## src/rtl/clbs_pkg.sv

```systemverilog
// Shared types, constants and byte tables for the character-LCD bus sequencer.
`default_nettype none
package clbs_pkg;

  // Request codes on the input channel.
  localparam logic [2:0] CMD_INIT      = 3'd0;
  localparam logic [2:0] CMD_COMMAND   = 3'd1;
  localparam logic [2:0] CMD_DATA      = 3'd2;
  localparam logic [2:0] CMD_DATA_AT   = 3'd3;
  localparam logic [2:0] CMD_GLYPH_SEL = 3'd4;

  // Row codes for data at position.
  localparam logic [2:0] ROW_1 = 3'd1;
  localparam logic [2:0] ROW_2 = 3'd2;
  localparam logic [2:0] ROW_3 = 3'd3;
  localparam logic [2:0] ROW_4 = 3'd4;

  localparam logic [7:0] ROW1_BASE = 8'h80;
  localparam logic [7:0] ROW2_BASE = 8'hC0;
  localparam logic [7:0] ROW3_BASE = 8'h94;
  localparam logic [7:0] ROW4_BASE = 8'hD4;

  localparam logic [7:0] GLYPH_BASE = 8'h40;

  localparam logic [7:0] FUNC_SET_4BIT = 8'h28;
  localparam logic [7:0] FUNC_SET_8BIT = 8'h38;
  localparam logic [7:0] CLEAR_DISPLAY = 8'h01;
  localparam logic [7:0] RETURN_HOME   = 8'h02;
  localparam logic [7:0] ENTRY_MODE    = 8'h06;
  localparam logic [7:0] DISPLAY_ON    = 8'h0C;
  localparam logic [7:0] SET_DDRAM_0   = 8'h80;

  localparam logic [14:0] WAIT_POWER_UP = 15'd20000;
  localparam logic [14:0] WAIT_SECOND   = 15'd5000;
  localparam logic [14:0] WAIT_THIRD    = 15'd150;
  localparam logic [14:0] WAIT_NONE     = 15'd0;

  localparam logic [3:0] INIT_LAST_IDX = 4'd8;

  localparam logic RS_COMMAND = 1'b0;
  localparam logic RS_DATA    = 1'b1;

  typedef enum logic [1:0] {
    JOB_INIT,
    JOB_ONE,
    JOB_TWO
  } job_kind_t;

  // One queued request: up to two bytes, or the whole init sequence.
  typedef struct packed {
    job_kind_t  kind;
    logic [7:0] byte_a;
    logic       rs_a;
    logic [7:0] byte_b;
    logic       rs_b;
  } job_t;

  // Queue status seen by the front end.
  typedef struct packed {
    logic full;
    logic empty;
  } queue_status_t;

  function automatic logic [7:0] init_byte(input logic [3:0] idx, input logic four_bit);
    logic [7:0] mode_cmd;
    logic [7:0] b;
    mode_cmd = four_bit ? FUNC_SET_4BIT : FUNC_SET_8BIT;
    case (idx)
      4'd3:    b = CLEAR_DISPLAY;
      4'd4:    b = RETURN_HOME;
      4'd5:    b = ENTRY_MODE;
      4'd6:    b = DISPLAY_ON;
      4'd8:    b = SET_DDRAM_0;
      default: b = mode_cmd;
    endcase
    return b;
  endfunction

  function automatic logic [14:0] init_wait(input logic [3:0] idx);
    logic [14:0] w;
    case (idx)
      4'd0:    w = WAIT_POWER_UP;
      4'd1:    w = WAIT_SECOND;
      4'd2:    w = WAIT_THIRD;
      default: w = WAIT_NONE;
    endcase
    return w;
  endfunction

endpackage
`default_nettype wire

```

## src/rtl/clbs_ifs.sv

```systemverilog
// Valid/ready channel interfaces for requests and bus strobes.
`default_nettype none
interface clbs_req_if;
  logic       valid;
  logic       ready;
  logic [2:0] cmd;
  logic [7:0] byte_value;
  logic [2:0] row;
  logic [7:0] column;
  logic [2:0] glyph_slot;

  modport source (output valid, cmd, byte_value, row, column, glyph_slot, input ready);
  modport sink   (input valid, cmd, byte_value, row, column, glyph_slot, output ready);
endinterface

interface clbs_strobe_if;
  logic        valid;
  logic        ready;
  logic        reg_select;
  logic [7:0]  bus_value;
  logic [14:0] wait_before_us;
  logic        last;

  modport source (output valid, reg_select, bus_value, wait_before_us, last, input ready);
  modport sink   (input valid, reg_select, bus_value, wait_before_us, last, output ready);
endinterface
`default_nettype wire

```

## src/rtl/char_lcd_bus_sequencer_core.sv

```systemverilog
// A request's job is first written into the job queue, and its first strobe word is then registered in the output word.
// Throughput: one strobe word per cycle from the strobe generator while the receiver is ready; a 4-bit byte
// takes two words, an 8-bit byte one, initialization 18 or 9 words.
// The job queue (QUEUE_DEPTH entries) lets requests be accepted while strobes drain.
// Synchronous active-low reset empties the queue and output and sets 4-bit mode.
`default_nettype none
module char_lcd_bus_sequencer_core #(
  parameter int QUEUE_DEPTH = 2
) (
  input  wire logic       clk,
  input  wire logic       rst_n,
  input  wire logic       cfg_we,
  input  wire logic       cfg_wdata,
  clbs_req_if.sink        in_req,
  clbs_strobe_if.source   out_strobe
);

  logic                    four_bit_r;
  logic                    push;
  logic                    pop;
  clbs_pkg::job_t          push_job;
  clbs_pkg::job_t          head_job;
  clbs_pkg::queue_status_t q_status;

  always_ff @(posedge clk) begin
    if (!rst_n) begin
      four_bit_r <= 1'b1;
    end else if (cfg_we) begin
      four_bit_r <= cfg_wdata;
    end
  end

  clbs_front u_front (
    .in_valid   (in_req.valid),
    .in_ready   (in_req.ready),
    .cmd        (in_req.cmd),
    .byte_value (in_req.byte_value),
    .row        (in_req.row),
    .column     (in_req.column),
    .glyph_slot (in_req.glyph_slot),
    .q_status   (q_status),
    .push       (push),
    .job        (push_job)
  );

  clbs_queue #(
    .DEPTH (QUEUE_DEPTH)
  ) u_queue (
    .clk      (clk),
    .rst_n    (rst_n),
    .push     (push),
    .push_job (push_job),
    .pop      (pop),
    .head_job (head_job),
    .status   (q_status)
  );

  clbs_back u_back (
    .clk            (clk),
    .rst_n          (rst_n),
    .four_bit       (four_bit_r),
    .head_job       (head_job),
    .q_status       (q_status),
    .pop            (pop),
    .out_valid      (out_strobe.valid),
    .out_ready      (out_strobe.ready),
    .reg_select     (out_strobe.reg_select),
    .bus_value      (out_strobe.bus_value),
    .wait_before_us (out_strobe.wait_before_us),
    .last           (out_strobe.last)
  );

endmodule
`default_nettype wire

```

## src/rtl/clbs_front.sv

```systemverilog
// Front end: accepts request words and turns them into queued jobs.
`default_nettype none
module clbs_front (
  input  wire logic               in_valid,
  output logic                    in_ready,
  input  wire logic [2:0]         cmd,
  input  wire logic [7:0]         byte_value,
  input  wire logic [2:0]         row,
  input  wire logic [7:0]         column,
  input  wire logic [2:0]         glyph_slot,
  input  wire clbs_pkg::queue_status_t q_status,
  output logic                    push,
  output clbs_pkg::job_t          job
);

  logic       known;
  logic [7:0] row_base;
  logic       row_ok;

  always_comb begin
    row_ok = 1'b1;
    unique case (row)
      clbs_pkg::ROW_1: row_base = clbs_pkg::ROW1_BASE;
      clbs_pkg::ROW_2: row_base = clbs_pkg::ROW2_BASE;
      clbs_pkg::ROW_3: row_base = clbs_pkg::ROW3_BASE;
      clbs_pkg::ROW_4: row_base = clbs_pkg::ROW4_BASE;
      default: begin
        row_base = 8'h00;
        row_ok   = 1'b0;
      end
    endcase
  end

  always_comb begin
    known       = 1'b1;
    job.kind    = clbs_pkg::JOB_ONE;
    job.byte_a  = byte_value;
    job.rs_a    = clbs_pkg::RS_COMMAND;
    job.byte_b  = byte_value;
    job.rs_b    = clbs_pkg::RS_DATA;
    unique case (cmd)
      clbs_pkg::CMD_INIT:    job.kind = clbs_pkg::JOB_INIT;
      clbs_pkg::CMD_COMMAND: job.rs_a = clbs_pkg::RS_COMMAND;
      clbs_pkg::CMD_DATA:    job.rs_a = clbs_pkg::RS_DATA;
      clbs_pkg::CMD_DATA_AT: begin
        // Cursor address is base + column - 1, wrapping at 256.
        if (row_ok) begin
          job.kind   = clbs_pkg::JOB_TWO;
          job.byte_a = row_base + column + 8'hFF;
        end else begin
          job.rs_a = clbs_pkg::RS_DATA;
        end
      end
      clbs_pkg::CMD_GLYPH_SEL: job.byte_a = clbs_pkg::GLYPH_BASE + {2'b00, glyph_slot, 3'b000};
      default: known = 1'b0;
    endcase
  end

  assign in_ready = !q_status.full;
  assign push     = in_valid && in_ready && known;

endmodule
`default_nettype wire

```

## src/rtl/clbs_queue.sv

```systemverilog
// Small job queue between the front end and the strobe generator.
`default_nettype none
module clbs_queue #(
  parameter int DEPTH = 2
) (
  input  wire logic                  clk,
  input  wire logic                  rst_n,
  input  wire logic                  push,
  input  wire clbs_pkg::job_t        push_job,
  input  wire logic                  pop,
  output clbs_pkg::job_t             head_job,
  output clbs_pkg::queue_status_t    status
);

  localparam int PW = (DEPTH > 1) ? $clog2(DEPTH) : 1;
  localparam int CW = $clog2(DEPTH + 1);
  localparam logic [PW-1:0] LAST_PTR = PW'(DEPTH - 1);
  localparam logic [CW-1:0] FULL_CNT = CW'(DEPTH);

  clbs_pkg::job_t mem [DEPTH];
  logic [PW-1:0]  wr_ptr_r, wr_ptr_nxt;
  logic [PW-1:0]  rd_ptr_r, rd_ptr_nxt;
  logic [CW-1:0]  count_r, count_nxt;

  always_comb begin
    wr_ptr_nxt = wr_ptr_r;
    rd_ptr_nxt = rd_ptr_r;
    count_nxt  = count_r;
    if (push) wr_ptr_nxt = (wr_ptr_r == LAST_PTR) ? '0 : wr_ptr_r + 1'b1;
    if (pop)  rd_ptr_nxt = (rd_ptr_r == LAST_PTR) ? '0 : rd_ptr_r + 1'b1;
    if (push && !pop)      count_nxt = count_r + 1'b1;
    else if (pop && !push) count_nxt = count_r - 1'b1;
  end

  always_ff @(posedge clk) begin
    if (!rst_n) begin
      wr_ptr_r <= '0;
      rd_ptr_r <= '0;
      count_r  <= '0;
    end else begin
      wr_ptr_r <= wr_ptr_nxt;
      rd_ptr_r <= rd_ptr_nxt;
      count_r  <= count_nxt;
    end
  end

  always_ff @(posedge clk) begin
    if (push) mem[wr_ptr_r] <= push_job;
  end

  assign head_job     = mem[rd_ptr_r];
  assign status.full  = (count_r == FULL_CNT);
  assign status.empty = (count_r == '0);

endmodule
`default_nettype wire

```

## src/rtl/clbs_back.sv

```systemverilog
// Back end: walks the head job byte by byte and nibble by nibble into strobes.
`default_nettype none
module clbs_back (
  input  wire logic                    clk,
  input  wire logic                    rst_n,
  input  wire logic                    four_bit,
  input  wire clbs_pkg::job_t          head_job,
  input  wire clbs_pkg::queue_status_t q_status,
  output logic                         pop,
  output logic                         out_valid,
  input  wire logic                    out_ready,
  output logic                         reg_select,
  output logic [7:0]                   bus_value,
  output logic [14:0]                  wait_before_us,
  output logic                         last
);

  logic [3:0]  idx_r, idx_nxt;
  logic        nib_r, nib_nxt;
  logic        valid_r, valid_nxt;
  logic        rs_r;
  logic [7:0]  val_r;
  logic [14:0] wait_r;
  logic        last_r;

  logic        advance;
  logic [7:0]  cur_byte;
  logic        cur_rs;
  logic [14:0] cur_wait;
  logic        last_byte;
  logic        last_strobe;
  logic [7:0]  cur_val;

  always_comb begin
    cur_wait = clbs_pkg::WAIT_NONE;
    unique case (head_job.kind)
      clbs_pkg::JOB_INIT: begin
        cur_byte  = clbs_pkg::init_byte(idx_r, four_bit);
        cur_rs    = clbs_pkg::RS_COMMAND;
        last_byte = (idx_r == clbs_pkg::INIT_LAST_IDX);
        if (!nib_r) cur_wait = clbs_pkg::init_wait(idx_r);
      end
      clbs_pkg::JOB_TWO: begin
        cur_byte  = (idx_r == 4'd0) ? head_job.byte_a : head_job.byte_b;
        cur_rs    = (idx_r == 4'd0) ? head_job.rs_a : head_job.rs_b;
        last_byte = (idx_r != 4'd0);
      end
      default: begin
        cur_byte  = head_job.byte_a;
        cur_rs    = head_job.rs_a;
        last_byte = 1'b1;
      end
    endcase
    if (four_bit) cur_val = nib_r ? {4'h0, cur_byte[3:0]} : {4'h0, cur_byte[7:4]};
    else          cur_val = cur_byte;
    last_strobe = last_byte && (nib_r || !four_bit);
  end

  // A strobe is produced whenever a job is waiting and the output word is free.
  assign advance = !q_status.empty && (!valid_r || out_ready);
  assign pop     = advance && last_strobe;

  always_comb begin
    idx_nxt   = idx_r;
    nib_nxt   = nib_r;
    valid_nxt = valid_r;
    if (advance) begin
      valid_nxt = 1'b1;
      if (last_strobe) begin
        idx_nxt = '0;
        nib_nxt = 1'b0;
      end else if (four_bit && !nib_r) begin
        nib_nxt = 1'b1;
      end else begin
        nib_nxt = 1'b0;
        idx_nxt = idx_r + 1'b1;
      end
    end else if (out_ready) begin
      valid_nxt = 1'b0;
    end
  end

  always_ff @(posedge clk) begin
    if (!rst_n) begin
      idx_r   <= '0;
      nib_r   <= 1'b0;
      valid_r <= 1'b0;
    end else begin
      idx_r   <= idx_nxt;
      nib_r   <= nib_nxt;
      valid_r <= valid_nxt;
    end
  end

  always_ff @(posedge clk) begin
    if (advance) begin
      rs_r   <= cur_rs;
      val_r  <= cur_val;
      wait_r <= cur_wait;
      last_r <= last_strobe;
    end
  end

  assign out_valid      = valid_r;
  assign reg_select     = rs_r;
  assign bus_value      = val_r;
  assign wait_before_us = wait_r;
  assign last           = last_r;

endmodule
`default_nettype wire

```

## src/flat_wrapper.sv

```systemverilog
// flat-port wrapper written by rule: the top's interface ports become plain ports
module char_lcd_bus_sequencer_core_flat 
#(
  parameter int QUEUE_DEPTH = 2
)
  (clk, rst_n, cfg_we, cfg_wdata, in_req_valid, in_req_cmd, in_req_byte_value, in_req_row, in_req_column, in_req_glyph_slot, in_req_ready, out_strobe_valid, out_strobe_reg_select, out_strobe_bus_value, out_strobe_wait_before_us, out_strobe_last, out_strobe_ready);
  clbs_req_if in_req_i ();
  clbs_strobe_if out_strobe_i ();
  input  wire logic clk;
  input  wire logic rst_n;
  input  wire logic cfg_we;
  input  wire logic cfg_wdata;
  input wire logic [$bits(in_req_i.valid)-1:0] in_req_valid;
  input wire logic [$bits(in_req_i.cmd)-1:0] in_req_cmd;
  input wire logic [$bits(in_req_i.byte_value)-1:0] in_req_byte_value;
  input wire logic [$bits(in_req_i.row)-1:0] in_req_row;
  input wire logic [$bits(in_req_i.column)-1:0] in_req_column;
  input wire logic [$bits(in_req_i.glyph_slot)-1:0] in_req_glyph_slot;
  output wire logic [$bits(in_req_i.ready)-1:0] in_req_ready;
  output wire logic [$bits(out_strobe_i.valid)-1:0] out_strobe_valid;
  output wire logic [$bits(out_strobe_i.reg_select)-1:0] out_strobe_reg_select;
  output wire logic [$bits(out_strobe_i.bus_value)-1:0] out_strobe_bus_value;
  output wire logic [$bits(out_strobe_i.wait_before_us)-1:0] out_strobe_wait_before_us;
  output wire logic [$bits(out_strobe_i.last)-1:0] out_strobe_last;
  input wire logic [$bits(out_strobe_i.ready)-1:0] out_strobe_ready;
  assign in_req_i.valid = in_req_valid;
  assign in_req_i.cmd = in_req_cmd;
  assign in_req_i.byte_value = in_req_byte_value;
  assign in_req_i.row = in_req_row;
  assign in_req_i.column = in_req_column;
  assign in_req_i.glyph_slot = in_req_glyph_slot;
  assign in_req_ready = in_req_i.ready;
  assign out_strobe_valid = out_strobe_i.valid;
  assign out_strobe_reg_select = out_strobe_i.reg_select;
  assign out_strobe_bus_value = out_strobe_i.bus_value;
  assign out_strobe_wait_before_us = out_strobe_i.wait_before_us;
  assign out_strobe_last = out_strobe_i.last;
  assign out_strobe_i.ready = out_strobe_ready;
  char_lcd_bus_sequencer_core #(.QUEUE_DEPTH(QUEUE_DEPTH)) u_core (.clk(clk), .rst_n(rst_n), .cfg_we(cfg_we), .cfg_wdata(cfg_wdata), .in_req(in_req_i), .out_strobe(out_strobe_i));
endmodule
```

## config.mk

```make
export PLATFORM = sky130hd
export DESIGN_NAME = char_lcd_bus_sequencer_core_flat
export DESIGN_NICKNAME = d
export VERILOG_FILES = /design/src/rtl/clbs_pkg.sv /design/src/rtl/clbs_ifs.sv /design/src/rtl/char_lcd_bus_sequencer_core.sv /design/src/rtl/clbs_front.sv /design/src/rtl/clbs_queue.sv /design/src/rtl/clbs_back.sv /design/src/flat_wrapper.sv
export SDC_FILE = /design/constraint.sdc
export NUM_CORES = 1
export LEC_CHECK = 0
export ABC_AREA = 1
export BUFFER_PORTS_ARGS = -buffer_cell sky130_fd_sc_hd__buf_2
export CAP_MARGIN = 15
export CORE_MARGIN = 4
export CORE_UTILIZATION = 56
export DETAILED_ROUTE_END_ITERATION = 10
export PLACE_DENSITY = 0.79
export SLEW_MARGIN = 20
export SYNTH_ARGS = -nofsm -noshare
export SYNTH_HDL_FRONTEND = slang
export SYNTH_SLANG_ARGS = --single-unit
```

## constraint.sdc

```tcl
create_clock -name clk -period 2.3 [get_ports clk]
set_input_delay 0.115 -clock clk [delete_from_list [all_inputs] [get_ports clk]]
set_output_delay 0.115 -clock clk [all_outputs]
set_load 0.02 [all_outputs]
```

==> flow_metrics.env <==
export IMPL_outcome="finished, final reports clean"
export IMPL_whs_ns=0.02840
export IMPL_skew_ns=0.007475
export IMPL_place_gp_congestion=0.9822
export IMPL_route_antenna_remaining_nets=0
export IMPL_drt_pass1_iterations=5
export IMPL_endpoint_kind="flip-flop"
export IMPL_hp_start="out_strobe_ready"
export IMPL_drt_iter0_markers=155
export IMPL_nets=501
export IMPL_hold_violations=0
export IMPL_crit_required_ns=2.54
export IMPL_die_w_um=87.18
export IMPL_grt_start_max_net_pins=21
export IMPL_clkPwrFrac_pct=29.6
export IMPL_path_cells="inv_1 -> ha_4 -> nand3_1 -> nand3b_4 -> nand3_2 -> nand2_2 -> ha_1 -> a21oi_1 -> o21ai_0 -> o21ai_0 -> a21oi_1"
export IMPL_p_switching_uw=1266
export IMPL_io_pins=58
export IMPL_cp_slowest_cell="dfxtp_1"
export IMPL_grt_ovfl_total=0
export IMPL_critPathLaunch="u_core.u_back.idx_r[0]$_SDFFE_PN0P_"
export IMPL_vias=2782
export IMPL_syn2layout_area_growth_pct=18.50
export IMPL_hp_class="input port to flip-flop"
export IMPL_die_h_um=87.18
export IMPL_drc=0
export IMPL_reg2regPathDepth=11
export IMPL_cp_slowest_stage_delay_ns=0.34
export IMPL_cp_arrival_ns=2.32
export IMPL_finalSetupViolations=0
export IMPL_cts_root_buf="clkbuf_8"
export IMPL_cts_sinks=65
export IMPL_critPathLaunchType="flip-flop"
export IMPL_syn_area_per_cell_um2=9.072
export IMPL_num_antenna_cells=0
export IMPL_drv_cap=0
export IMPL_synth_edff_count=53
export IMPL_slew_viol_final=0
export IMPL_clockBufferDepth=2
export IMPL_tightest_slew_ns=0.5758
export IMPL_fmax_ghz=0.4794
export IMPL_layout_common_cells="97 x nand2_1, 54 x buf_2, 53 x edfxtp_1, 51 x inv_1, 33 x nor2_1"
export IMPL_grt_util_all_layers_pct=20.32
export IMPL_numPortBuffers=54
export IMPL_period_needed_ns=2.086
export IMPL_antenna_found_initial=0
export IMPL_p_total_uw=3856
export IMPL_leakage_uw=0.001895
export IMPL_cts_tree="done"
export IMPL_wire_per_inst_um=13.53
export IMPL_critPathTopFamily="adder cells"
export IMPL_hpwl_um=5416
export IMPL_start_util_pct=58.60
export IMPL_final_common_cell="nand2_1"
export IMPL_vdd_drop_max_mv=0.6417
export IMPL_utilization_pct=69.44
export IMPL_yosysWarnings=0
export IMPL_clock_latency_ns=0.35
export IMPL_rr_endpoint="u_core.u_queue.count_r[1]$_SDFFE_PN0P_"
export IMPL_reg2reg_slack_ns=0.21
export IMPL_critPathKind="flip-flop to flip-flop"
export IMPL_numCtsBuffers=9
export IMPL_power_frac_seq_pct=40.8
export IMPL_core_area_um2=5991
export IMPL_synth_seq_cells=65
export IMPL_viasPerCell=5.200
export IMPL_grt_pass1_wl_um=11610
export IMPL_placed_cell_area_um2=3814
export IMPL_seq_area_frac_synth_pct=52.17
export IMPL_fp_dieArea_um2=7600
export IMPL_syn_inst=387
export IMPL_synthFlopType="edfxtp_1"
export IMPL_pwr_share_comb_pct=29.6
export IMPL_endpoint="u_core.u_queue.count_r[1]$_SDFFE_PN0P_"
export IMPL_tns_ns=0
export IMPL_postCtsSetupRepairBufs=0
export IMPL_critPathMaxFanout=4
export IMPL_critPathBufInv=1
export IMPL_grt_pass1_vias=2632
export IMPL_htreeDepth=3
export IMPL_drive_above_1_share_pct=21.30
export IMPL_timing_rr_start="u_core.u_back.idx_r[0]$_SDFFE_PN0P_"
export IMPL_p_int_uw=2590
export IMPL_finalWirelength_um=7240
export IMPL_critical_path_depth=11
export IMPL_p_per_area_nw_per_um2=926.9
export IMPL_rows=28
export IMPL_min_period_over_period_pct=90.69
export IMPL_cts_clk_slew_worst_paths_ns=0.07
export IMPL_swShare_pct=32.83
export IMPL_design_area_um2=4160
export IMPL_relSlewSlack_pct=61.57
export IMPL_syn_area_um2=3511
export IMPL_ys_async_sr_fraction_pct=0
export IMPL_synth_distinct_cells=36
==> how the worst min path moves through the flow <==
stage | end | slack (ns) | depth (start not counted)
5_1_grt | u_core.u_back.out_valid$_SDFFE_PN0P_ | 0.05 | 4
3_5_place_dp | u_core.four_bit_r$_SDFFE_PN1P_ | 0.32 | 2
3_3_place_gp | u_core.four_bit_r$_SDFFE_PN1P_ | 0.31 | 2
2_1_floorplan | u_core.u_queue.mem[0][0]$_DFFE_PP_ | 0.21 | 0
4_1_cts | u_core.u_back.out_valid$_SDFFE_PN0P_ | 0.02 | 4
6_report | u_core.u_back.out_valid$_SDFFE_PN0P_ | 0.03 | 4
==> worst register-to-register path, stage by stage, from the launching register on <==
cell,delay (ns)
dfxtp_1,0.34
inv_1,0.16
ha_4,0.19
nand3_1,0.12
nand3b_4,0.20
nand3_2,0.09
nand2_2,0.07
ha_1,0.33
a21oi_1,0.13
o21ai_0,0.12
o21ai_0,0.15
a21oi_1,0.05
==> per-stage QoR <==
stage	cells	setup WS (ns)
6_report	535	0.2142
5_1_grt	535	-0.007105
4_1_cts	535	0.1493
3_5_place_dp	509	0.1432
3_3_place_gp	509	0.2484
2_1_floorplan	389	0.3095
==> sequential cells by signal (all words and copies together) (netlist names), named ones only <==
signal                        cells
u_core.four_bit_r                 1
u_core.u_back.bus_value           8
u_core.u_back.idx_r               4
u_core.u_back.last                1
u_core.u_back.nib_r               1
u_core.u_back.out_valid           1
u_core.u_back.reg_select          1
u_core.u_back.wait_before_us      5
u_core.u_queue.count_r            2
u_core.u_queue.mem               38
u_core.u_queue.rd_ptr_r           1
u_core.u_queue.wr_ptr_r           1
==> logic make-up after synthesis <==
group                    synth area share (%)
XOR/XNOR                                1.247
flip-flops                              52.17
multiplexers                           0.5702
buffers and inverters                   8.482
adder cells (fa/ha/maj)                 5.560
other                                  0.1068
AND/OR/NAND/NOR                         25.27
AO/OA/AOI/OAI                           6.593
==> final cells by class <==
cell class	count	area (um2)
fillers	457	1831
multi-input cells	258	1401
clock inverters	6	106.4
flip-flops and latches	65	1832
well taps	75	93.84
clock buffers	10	127.6
inverters	53	198.9
repair buffers	68	400.4
==> power by group through the flow <==
stage / clock network [uW] / registers (uW) / logic [uW]
2_1_floorplan: 0 / 1720 / 733
3_3_place_gp: 0 / 1590 / 1090
3_5_place_dp: 0 / 1600 / 1120
4_1_cts: 1160 / 1570 / 1140
5_1_grt: 1200 / 1590 / 1270
6_report: 1140 / 1570 / 1140
==> cells in the mapped netlist (all sizes together) (2+ instances only) <==
cell type | n | share of area (%)
nand2 | 109 | 13
edfxtp | 53 | 45
inv | 53 | 5.7
nor2 | 38 | 4.7
nand3 | 31 | 4.6
o21ai | 20 | 3.0
a21oi | 19 | 2.7
ha | 14 | 5.0
buf | 13 | 2.8
dfxtp | 12 | 6.8
nand4 | 5 | 0.89
xor2 | 4 | 1.0
or2 | 3 | 0.61
a31oi | 2 | 0.36
mux2i | 2 | 0.57
nor3 | 2 | 0.29
==> metal layers <==
layer | GRT usage, % | share of wire, % | up-vias
met4 | 11.58 | 3.3 | 0
met2 | 35.06 | 50 | 106
met5 | 0 | 0 | -
met3 | 5.014 | 6.2 | 20
li1 | - | - | 1398
met1 | 22.79 | 40 | 1258
==> timing repair <==
action                                  4_1_cts  5_1_grt
endpoints found under the setup margin        0        1
hold buffers                                 10        0
hold endpoints to repair                     17        0
gates resized for setup                       0        2
Note: power is estimated with default switching activity, not from simulation.
